## src/rtl/prd_pkg.sv

```systemverilog
// ----------------------------------------------------------------------------
// prd_pkg: shared types and constants of the PPMd range decoder
// Request and status codes, coder constants and the divider handshake structs.
// ----------------------------------------------------------------------------
`default_nettype none

package prd_pkg;

  localparam int unsigned WORD_W    = 32;
  localparam int unsigned DIV_STEPS = WORD_W;
  localparam int unsigned CNT_W     = $clog2(DIV_STEPS + 1);

  localparam logic [WORD_W-1:0] TOP_VALUE  = 32'h0100_0000;
  localparam logic [WORD_W-1:0] ALL_ONES   = 32'hFFFF_FFFF;
  localparam int unsigned       PROB_BITS  = 14;
  localparam logic [2:0]        LOAD_BYTES = 3'd5;

  // request codes
  localparam logic [2:0] REQ_START  = 3'd0;
  localparam logic [2:0] REQ_BYTE   = 3'd1;
  localparam logic [2:0] REQ_THRESH = 3'd2;
  localparam logic [2:0] REQ_DECODE = 3'd3;
  localparam logic [2:0] REQ_BIT    = 3'd4;

  // status codes
  localparam logic [1:0] STAT_OK         = 2'd0;
  localparam logic [1:0] STAT_FIRST_BYTE = 2'd1;
  localparam logic [1:0] STAT_DIV_ZERO   = 2'd2;

  typedef struct packed {
    logic              start;
    logic [WORD_W-1:0] dividend;
    logic [WORD_W-1:0] divisor;
  } div_req_t;

  typedef struct packed {
    logic              done;
    logic [WORD_W-1:0] quotient;
  } div_rsp_t;

endpackage

`default_nettype wire

```

## src/rtl/ppmd_range_decoder.sv

```systemverilog
// ----------------------------------------------------------------------------
// ppmd_range_decoder: PPMd7 range decoder core
// Code/range registers with a sequencer over a shared divider and multiplier.
// ----------------------------------------------------------------------------
//  channel  | handshake          | payload
//  ---------+--------------------+----------------------------------------------
//  in       | in_valid/in_ready  | req_type, byte_in, total, start_req, size, size0
//  out      | out_valid/out_ready| count_out, bit_out, bytes_needed, status
//
// Start, byte and unknown requests go from idle to done; bit requests pass
// S_MUL_A and S_MUL_B, decode requests also S_MUL_C. Threshold requests run
// two divisions in the shared radix-2 divider (one when the scaled range is
// zero, none when total is zero). One request is in work at a time; a finished
// result waits in the output register while the next request is accepted.
// Reset is synchronous and leaves the coder as after a start request.
// ----------------------------------------------------------------------------
`default_nettype none

module ppmd_range_decoder
  import prd_pkg::*;
(
  input  wire logic        clk,
  input  wire logic        rst,
  input  wire logic        in_valid,
  output      logic        in_ready,
  input  wire logic [2:0]  req_type,
  input  wire logic [7:0]  byte_in,
  input  wire logic [15:0] total,
  input  wire logic [15:0] start_req,
  input  wire logic [15:0] size,
  input  wire logic [13:0] size0,
  output      logic        out_valid,
  input  wire logic        out_ready,
  output      logic [31:0] count_out,
  output      logic        bit_out,
  output      logic [1:0]  bytes_needed,
  output      logic [1:0]  status
);

  typedef enum logic [6:0] {
    S_IDLE  = 7'b000_0001,
    S_DIV_R = 7'b000_0010,
    S_DIV_C = 7'b000_0100,
    S_MUL_A = 7'b000_1000,
    S_MUL_B = 7'b001_0000,
    S_MUL_C = 7'b010_0000,
    S_DONE  = 7'b100_0000
  } state_t;

  state_t state;

  logic [WORD_W-1:0] code_reg;
  logic [WORD_W-1:0] range_reg;
  logic [2:0]        init_bytes;
  logic              error_flag;

  logic [2:0]        req_q;
  logic [15:0]       start_q;
  logic [15:0]       size_q;
  logic [13:0]       size0_q;

  logic [WORD_W-1:0] res_count;
  logic              res_bit;
  logic              res_div_zero;

  logic [WORD_W-1:0] prod;
  logic [WORD_W-1:0] mul_a;
  logic [15:0]       mul_b;
  logic [47:0]       mul_full;

  div_req_t          div_req;
  div_rsp_t          div_rsp;

  logic              in_fire;
  logic              out_free;
  logic [1:0]        need;

  function automatic logic [1:0] bytes_for(input logic [WORD_W-1:0] r);
    logic [1:0] n;
    if (r >= TOP_VALUE) begin
      n = 2'd0;
    end else if (r[23:16] != 8'd0) begin
      n = 2'd1;
    end else begin
      n = 2'd2;
    end
    return n;
  endfunction

  assign in_ready = (state == S_IDLE);
  assign in_fire  = in_valid && in_ready;
  assign out_free = !out_valid || out_ready;

  prd_div u_div (
    .clk (clk),
    .rst (rst),
    .req (div_req),
    .rsp (div_rsp)
  );

  // divider launch: range/total on accept, code/range after the first quotient
  always_comb begin
    div_req.start    = 1'b0;
    div_req.dividend = range_reg;
    div_req.divisor  = {16'd0, total};
    if (in_fire && req_type == REQ_THRESH && total != 16'd0) begin
      div_req.start = 1'b1;
    end else if (state == S_DIV_R && div_rsp.done && div_rsp.quotient != '0) begin
      div_req.start    = 1'b1;
      div_req.dividend = code_reg;
      div_req.divisor  = div_rsp.quotient;
    end
  end

  // shared multiplier operands
  always_comb begin
    mul_a = range_reg;
    mul_b = size_q;
    if (state == S_MUL_A) begin
      if (req_q == REQ_BIT) begin
        mul_a = range_reg >> PROB_BITS;
        mul_b = {2'd0, size0_q};
      end else begin
        mul_b = start_q;
      end
    end
    mul_full = 48'(mul_a) * 48'(mul_b);
  end

  always_ff @(posedge clk) begin
    prod <= mul_full[WORD_W-1:0];
  end

  assign need = (req_q == REQ_DECODE || req_q == REQ_BIT) ? bytes_for(range_reg) : 2'd0;

  always_ff @(posedge clk) begin
    if (rst) begin
      state      <= S_IDLE;
      code_reg   <= '0;
      range_reg  <= ALL_ONES;
      init_bytes <= '0;
      error_flag <= 1'b0;
      out_valid  <= 1'b0;
    end else begin
      // a result loaded in the same cycle keeps the output valid
      if (out_valid && out_ready && state != S_DONE) begin
        out_valid <= 1'b0;
      end

      unique case (state)
        S_IDLE: begin
          if (in_fire) begin
            unique case (req_type)
              REQ_START: begin
                code_reg   <= '0;
                range_reg  <= ALL_ONES;
                init_bytes <= '0;
                error_flag <= 1'b0;
                state      <= S_DONE;
              end
              REQ_BYTE: begin
                if (init_bytes < LOAD_BYTES) begin
                  if (init_bytes == 3'd0) begin
                    // leading byte is dropped, but must be zero
                    if (byte_in != 8'd0) begin
                      error_flag <= 1'b1;
                    end
                  end else begin
                    code_reg <= {code_reg[23:0], byte_in};
                  end
                  init_bytes <= init_bytes + 3'd1;
                end else begin
                  code_reg  <= {code_reg[23:0], byte_in};
                  range_reg <= {range_reg[23:0], 8'd0};
                end
                state <= S_DONE;
              end
              REQ_THRESH: begin
                state <= (total == 16'd0) ? S_DONE : S_DIV_R;
              end
              REQ_DECODE, REQ_BIT: begin
                state <= S_MUL_A;
              end
              default: begin
                state <= S_DONE;
              end
            endcase
          end
        end
        S_DIV_R: begin
          if (div_rsp.done) begin
            range_reg <= div_rsp.quotient;
            state     <= (div_rsp.quotient == '0) ? S_DONE : S_DIV_C;
          end
        end
        S_DIV_C: begin
          if (div_rsp.done) begin
            state <= S_DONE;
          end
        end
        S_MUL_A: begin
          state <= S_MUL_B;
        end
        S_MUL_B: begin
          if (req_q == REQ_BIT) begin
            if (code_reg < prod) begin
              range_reg <= prod;
            end else begin
              code_reg  <= code_reg - prod;
              range_reg <= range_reg - prod;
            end
            state <= S_DONE;
          end else begin
            code_reg <= code_reg - prod;
            state    <= S_MUL_C;
          end
        end
        S_MUL_C: begin
          range_reg <= prod;
          state     <= S_DONE;
        end
        S_DONE: begin
          // hold the result until the output register is free
          if (out_free) begin
            out_valid <= 1'b1;
            state     <= S_IDLE;
          end
        end
        default: begin
          state <= S_IDLE;
        end
      endcase
    end
  end

  // request fields and result payload
  always_ff @(posedge clk) begin
    if (in_fire) begin
      req_q        <= req_type;
      start_q      <= start_req;
      size_q       <= size;
      size0_q      <= size0;
      res_count    <= (req_type == REQ_THRESH && total == 16'd0) ? ALL_ONES : '0;
      res_bit      <= 1'b0;
      res_div_zero <= (req_type == REQ_THRESH && total == 16'd0);
    end else begin
      if (state == S_DIV_R && div_rsp.done && div_rsp.quotient == '0) begin
        res_count    <= ALL_ONES;
        res_div_zero <= 1'b1;
      end else if (state == S_DIV_C && div_rsp.done) begin
        res_count <= div_rsp.quotient;
      end else if (state == S_MUL_B && req_q == REQ_BIT && code_reg >= prod) begin
        res_bit <= 1'b1;
      end
    end
  end

  always_ff @(posedge clk) begin
    if (state == S_DONE && out_free) begin
      count_out    <= res_count;
      bit_out      <= res_bit;
      bytes_needed <= need;
      status       <= res_div_zero ? STAT_DIV_ZERO : (error_flag ? STAT_FIRST_BYTE : STAT_OK);
    end
  end

`ifndef ASSERT_OFF
  a_div_done_in_div_state: assert property (@(posedge clk) disable iff (rst)
    div_rsp.done |-> (state == S_DIV_R || state == S_DIV_C))
    else $error("divider finished outside a division step");

  a_init_bytes_bound: assert property (@(posedge clk) disable iff (rst)
    init_bytes <= LOAD_BYTES)
    else $error("load byte count ran past five");

  a_div_zero_count: assert property (@(posedge clk) disable iff (rst)
    (out_valid && status == STAT_DIV_ZERO) |-> (count_out == ALL_ONES))
    else $error("zero divisor reported without all-ones count");

  a_done_loads_out: assert property (@(posedge clk) disable iff (rst)
    (state == S_DONE && out_free) |=> (out_valid && state == S_IDLE))
    else $error("finished result not moved to output register");
`endif

endmodule

`default_nettype wire

```

## src/rtl/prd_div.sv

```systemverilog
// ----------------------------------------------------------------------------
// prd_div: iterative unsigned divider
// Restoring radix-2 division, one quotient bit per cycle.
// ----------------------------------------------------------------------------
`default_nettype none

module prd_div
  import prd_pkg::*;
(
  input  wire logic     clk,
  input  wire logic     rst,
  input  wire div_req_t req,
  output div_rsp_t      rsp
);

  logic [WORD_W-1:0] rem;
  logic [WORD_W-1:0] quot;
  logic [WORD_W-1:0] dvsr;
  logic [CNT_W-1:0]  cnt;
  logic              busy;
  logic              done;

  logic [WORD_W:0]   rem_sh;
  logic [WORD_W:0]   diff;
  logic              ge;

  always_comb begin
    rem_sh = {rem, quot[WORD_W-1]};
    diff   = rem_sh - {1'b0, dvsr};
    ge     = rem_sh >= {1'b0, dvsr};
  end

  always_ff @(posedge clk) begin
    if (rst) begin
      busy <= 1'b0;
      done <= 1'b0;
      cnt  <= '0;
    end else begin
      done <= busy && (cnt == CNT_W'(1));
      if (req.start) begin
        busy <= 1'b1;
        cnt  <= CNT_W'(DIV_STEPS);
      end else if (busy) begin
        cnt <= cnt - CNT_W'(1);
        if (cnt == CNT_W'(1)) begin
          busy <= 1'b0;
        end
      end
    end
  end

  always_ff @(posedge clk) begin
    if (req.start) begin
      rem  <= '0;
      quot <= req.dividend;
      dvsr <= req.divisor;
    end else if (busy) begin
      // remainder stays below the divisor, so the low word holds it
      rem  <= ge ? diff[WORD_W-1:0] : rem_sh[WORD_W-1:0];
      quot <= {quot[WORD_W-2:0], ge};
    end
  end

  assign rsp.done     = done;
  assign rsp.quotient = quot;

endmodule

`default_nettype wire

```

## config.mk

```make
export PLATFORM = sky130hd
export DESIGN_NAME = ppmd_range_decoder
export DESIGN_NICKNAME = d
export VERILOG_FILES = /design/src/rtl/prd_pkg.sv /design/src/rtl/ppmd_range_decoder.sv /design/src/rtl/prd_div.sv
export SDC_FILE = /design/constraint.sdc
export NUM_CORES = 2
export LEC_CHECK = 0
export BUFFER_PORTS_ARGS = -buffer_cell sky130_fd_sc_hd__buf_2
export CAP_MARGIN = 15
export CORE_ASPECT_RATIO = 0.8
export CORE_UTILIZATION = 24
export DETAILED_ROUTE_END_ITERATION = 8
export PLACE_DENSITY = 0.42
export SYNTH_ARGS = -nofsm -noshare
export SYNTH_HDL_FRONTEND = slang
export SYNTH_SLANG_ARGS = --single-unit
```

## constraint.sdc

```tcl
create_clock -name clk -period 10.7 [get_ports clk]
set_clock_uncertainty 0.05 [all_clocks]
set_input_delay 0.535 -clock clk [delete_from_list [all_inputs] [get_ports clk]]
set_output_delay 0.535 -clock clk [all_outputs]
set_load 0.02 [all_outputs]
```

======== Word-level counts from Yosys, hierarchy flattened ========
Index checks and enable logic that the tools add are counted.
storage, ports and cells
  flip-flop bits (word level) ............. 332
  output and inout bits ................... 39
  logic and storage cells ................. 164
operators by class
  $add $sub $neg .......................... 5
  multiply operators ...................... 1
  $lt $le $gt $ge ......................... 5
  equal/unequal tests ..................... 27
  multiplexer cells ....................... 55
  bitwise logic cells ..................... 4
  reductions and logical operators ........ 41
operator list
  cell                                                                      count
  32-bit 2-to-1 mux                                                         19
  32-bit case mux with 2 select lines                                       3
  32-bit case mux with 4 select lines                                       1
  32-bit subtractor                                                         3
  65-bit 2-to-1 mux                                                         1
  64-bit 2-to-1 mux                                                         1
  7-bit 2-to-1 mux                                                          7
  7-bit case mux with 7 select lines                                        1
  33-bit by 32-bit >= comparator with 1-bit output                          1
  32-bit by 25-bit >= comparator with 1-bit output (second input constant)  1
  32-bit >= comparator                                                      1
  32-bit zero test                                                          1
  32-bit < comparator                                                       1
  32-bit by 16-bit multiplier with 32-bit output                            1
  16-bit 2-to-1 mux                                                         2
  32-bit nonzero test                                                       1
  16-bit zero test                                                          1
  16-bit nonzero test                                                       1
  8-bit nonzero test                                                        2
  1-bit logical AND                                                         14
  7-bit case mux with 2 select lines                                        1
  1-bit 2-to-1 mux                                                          13
  6-bit 2-to-1 mux                                                          2
  6-bit AND reduction                                                       2
  other kinds (35)                                                          57

======== Depth between registers and ports, before layout ========
  word-level depth ........................ 6
  depth in mapped cells ................... 32

======== Hierarchy ========
A second synthesis with hierarchy kept.
unflattened totals
  cell total of the unflattened synthesis .. 3444
  area, all modules ....................... 30670.7 um^2
by module, submodules not included
  module              times used  cells each  area each (um^2)
  ppmd_range_decoder  1           2851        24798.8
  prd_div             1           593         5871.9

======== Worst setup path before layout ========
OpenSTA, ideal clock, no wires.
  kind .................................... flip-flop to flip-flop
  from .................................... register state[4]
  to ...................................... register prod[30]
  library setup time ...................... 72 ps
  data arrival time ....................... 7546 ps
  data required time ...................... 10578 ps
  path slack .............................. 3032 ps
  stages on the path, launching flop included .. 29
  path buffers ............................ 5
  clock period less this slack ............ 7668 ps
  path through ............................ dfxtp_1 > buf_2 > nor3_4 > and2_1 > buf_4 > buf_2 > nand2_1 > buf_2 > buf_2 > mux2i_1 > nor2_1 > fa_1 > inv_1 > fa_1 > fa_1 > fa_1 > inv_1 > fa_1 > fa_1 > ha_1 > a21o_1 > a2111oi_1 > a31oi_1 > o31ai_1 > a211oi_1 > a21oi_1 > o21bai_1 > a21oi_1 > xnor2_1
on the way
  word-level cells in the longest chain between the ends .. 3
  elaborated cells on any way between the ends .. 4
ends and longest elaborated chain
  what                                                           line                       source
  from (decl)                                                    ppmd_range_decoder.sv:50   state_t state;
  from (signal assigned)                                         ppmd_range_decoder.sv:179  state <= (total == 16'd0) ? S_DONE : S_DIV_R;
  from (signal assigned)                                         ppmd_range_decoder.sv:193  state <= (div_rsp.quotient == '0) ? S_DONE : S_DIV_C;
  7-bit by 4-bit equality test with 1-bit output *               ppmd_range_decoder.sv:119  if (state == S_MUL_A) begin
  32-bit 2-to-1 mux / 16-bit 2-to-1 mux (equally long branches)  ppmd_range_decoder.sv:119
  32-bit by 16-bit multiplier with 32-bit output *               ppmd_range_decoder.sv:127  mul_full = 48'(mul_a) * 48'(mul_b);
  net mul_full[30]                                               ppmd_range_decoder.sv:69   logic [47:0] mul_full;
  to (signal assigned)                                           ppmd_range_decoder.sv:131  prod <= mul_full[WORD_W-1:0];
  to (decl)                                                      ppmd_range_decoder.sv:66   logic [WORD_W-1:0] prod;
Mark *: on every way through the listed nets, which the timed path passes. The rest lies on a longest branch.
A chain may end at the register's enable or synchronous reset.

======== Worst setup path after layout ========
  from .................................... register state[6]
  to ...................................... register prod[30]
Same word-level chain as after synthesis.

==> flow_summary.toml <==
[outcome]
run_status = "completed"

[placed_design]
place.gp.congestion = 0.877
placed_wire_length_estimate_um = 86500
number_of_port_buffers = 115

[yosys]
synth-warning-count = 0
synthFlopType = "sky130_fd_sc_hd__edfxtp_1"
yosys.cell_types.count = 91
synthDominantAreaCellType = "sky130_fd_sc_hd__fa_1"
synthesis.area_per_instance_um2 = 9.19
synth_seq_cells = 332
synth-seq-area-share = 0.279
synth.top_cell.area_share = 0.203
postSynth.asyncResetShare = 0
synth.top_cells.by_area = "sky130_fd_sc_hd__fa_1 20%, sky130_fd_sc_hd__edfxtp_1 18%, sky130_fd_sc_hd__dfxtp_1 9.8%, sky130_fd_sc_hd__ha_1 6.8%, sky130_fd_sc_hd__inv_1 5.4%"
synth.cell_area_um2 = 30300
synth-edff-count = 183
gate_count_after_technology_mapping = 3303
synthTopCellsByCount = "438 x sky130_fd_sc_hd__inv_1, 348 x sky130_fd_sc_hd__nand2_1, 307 x sky130_fd_sc_hd__fa_1, 270 x sky130_fd_sc_hd__nor2_1, 183 x sky130_fd_sc_hd__edfxtp_1"
post_synthesis_net_count = 3851
yosysMostFrequentCell = "sky130_fd_sc_hd__inv_1"

[final_layout]
drive_above_1_share = 0.101
multiInputGateArea_um2 = 19700
final_nets = 3921
final-seq-area_um2 = 8480
num-fill-cells = 13400
syn_to_layout_area_delta_pct = 13.1

[timing]
grt_setup_unrepaired = "false"
tightestPinTransition_ps = 1170
slew_violations = 0
fmaxAchievable_mhz = 110
fin_tns_setup_ps = 0
worst_slew_margin_rel = 0.221
setup_viol = 0
final.min_clock_period_ps = 9060
finalHoldViolCount = 0
finalCritPeriodShare = 0.846

[cts]
post-cts-setup-buffer-count = 0
tritoncts_clock_tree = "done"
cts_root_buffer = "sky130_fd_sc_hd__clkbuf_16"
cts_repair_resize_count = 0
numCtsBuffers = 40
post_cts_hold_buffer_count = 0
htreeDepth = 2
clkSlewWorstSetupHoldPaths_ps = 60
clkSinkCount = 332
clock_latency_ps = 610
cts-root-to-sink-buffers = 3

[global_route]
grt.busiest_layer = "met1"
first_global_vias = 24600
grt_max_degree = 71
grt_remaining_overflow = 0
met3_usage = 0.0310
overall_global_routing_usage = 0.177
grt_pass1_wl_um = 169000
routing_usage_on_met1 = 0.279
grtUsageMet2 = 0.250
grt_antenna_before_repair = 7

[drt]
drc_violations_left = 0
drt-pass1-iter-count = 5
routed-via-count = 24500
drt_iter0_drc = 1998
wl_per_cell_um = 22.5
drt-vias-per-instance = 4.85
postRouteWirelength_um = 114000
remaining_antenna_violation_count_after_routing = 0

[critical_path]
worst_reg2reg_path_length_in_cells = 24
timing.setup.critical_path_class = "reg -> reg"
worst_setup_path_start_kind = "register"
cp-end-kind = "register"
cp_data_required_time_ps = 11160
reg2reg_setup_slack_ps = 1640
critPathMaxFanout = 45
arrival_time_at_the_worst_endpoint_ps = 9520

[floorplanning]
die-area_um2 = 128000
placeableCoreArea_um2 = 125000
floorplan.die.width_um = 400
start_util = 0.242
top_level_ports = 116
die_height_um = 320
fp-row-count = 116

[min_path]
hold_depth = 1
hold_class = "in -> reg"

[job]
drv_cap = 0
==> critical path: stages, from the launching register on <==
cell	delay, ps
sky130_fd_sc_hd__dfxtp_1	360
sky130_fd_sc_hd__nor4b_4	610
sky130_fd_sc_hd__and2_2	240
sky130_fd_sc_hd__buf_4	380
sky130_fd_sc_hd__nand2_4	460
sky130_fd_sc_hd__mux2i_1	680
sky130_fd_sc_hd__nor2_1	140
sky130_fd_sc_hd__fa_1	580
sky130_fd_sc_hd__inv_1	50
sky130_fd_sc_hd__fa_1	470
sky130_fd_sc_hd__fa_1	510
sky130_fd_sc_hd__fa_1	560
sky130_fd_sc_hd__inv_1	50
sky130_fd_sc_hd__fa_1	490
sky130_fd_sc_hd__fa_1	410
sky130_fd_sc_hd__ha_1	350
sky130_fd_sc_hd__a21o_1	200
sky130_fd_sc_hd__a2111oi_1	740
sky130_fd_sc_hd__a31oi_1	250
sky130_fd_sc_hd__o31ai_1	410
sky130_fd_sc_hd__a211oi_1	220
sky130_fd_sc_hd__a21oi_1	270
sky130_fd_sc_hd__o21bai_1	140
sky130_fd_sc_hd__a21oi_1	190
sky130_fd_sc_hd__xnor2_1	140
==> final timing paths <==
| kind | end | startpoint |
|---|---|---|
| worst max register to register | prod[30]$_DFF_P_ | state[6]$_SDFFE_PP0P_ |
| worst min-delay path | start_q[12]$_DFFE_PP_ | start_req[12] |
| worst max-delay path | prod[30]$_DFF_P_ | state[6]$_SDFFE_PP0P_ |
| worst min register to register | count_out[22]$_DFFE_PP_ | res_count[22]$_DFFE_PP_ |
==> stage by stage <==
stage               std cells  utilization  hold slack, ps  area, µm²  setup slack (ps)
floorplan                3303            -             350      30300              3030
detailed placement       4981        0.263             355      33000              1570
finish                   5057        0.274            50.7      34300              1640
global placement         4980        0.263             352      33000              1780
global route             5056        0.274            21.4      34300              1000
CTS                      5054        0.274            7.63      34300              1490
==> cell type report <==
class                   count  share of cell area
diodes                      1           0.0000729
clock buffers              51              0.0313
clock inverters            22             0.00766
inverters                 439              0.0480
multi-input cells        2377               0.574
flip-flops and latches    332               0.247
well taps                1652              0.0602
repair buffers            183              0.0315
==> cell usage in the layout, fill, tap and decap left out, types with 67 or more instances in the layout <==
cell type / n
sky130_fd_sc_hd__dfxtp_1: 148
sky130_fd_sc_hd__a21oi_1: 171
sky130_fd_sc_hd__ha_1: 164
sky130_fd_sc_hd__nand3_1: 86
sky130_fd_sc_hd__nand2_1: 347
sky130_fd_sc_hd__buf_2: 116
sky130_fd_sc_hd__xnor2_1: 83
sky130_fd_sc_hd__inv_1: 437
sky130_fd_sc_hd__fa_1: 307
sky130_fd_sc_hd__nor2_1: 268
sky130_fd_sc_hd__edfxtp_1: 183
sky130_fd_sc_hd__o21ai_0: 149
sky130_fd_sc_hd__a21o_1: 67
==> kinds of logic after synthesis <==
kind of cell / synth area share
and+or+nand+nor: 0.144
AOI/OAI and AO/OA: 0.158
buffers and inverters: 0.0758
adders and majority gates: 0.270
DFF: 0.279
xor gates and xnor gates: 0.0374
muxes: 0.0351
==> per-layer routing <==
metal / up-vias / share of wire
li1: 11400 / -
met3: 91 / 0.070
met4: 0 / 0.012
met5: - / 0
met2: 790 / 0.41
met1: 12300 / 0.51
Power is left out: the tool's default activity adds up to more than one toggle a clock period on the data nets, which glitch-free logic cannot reach.
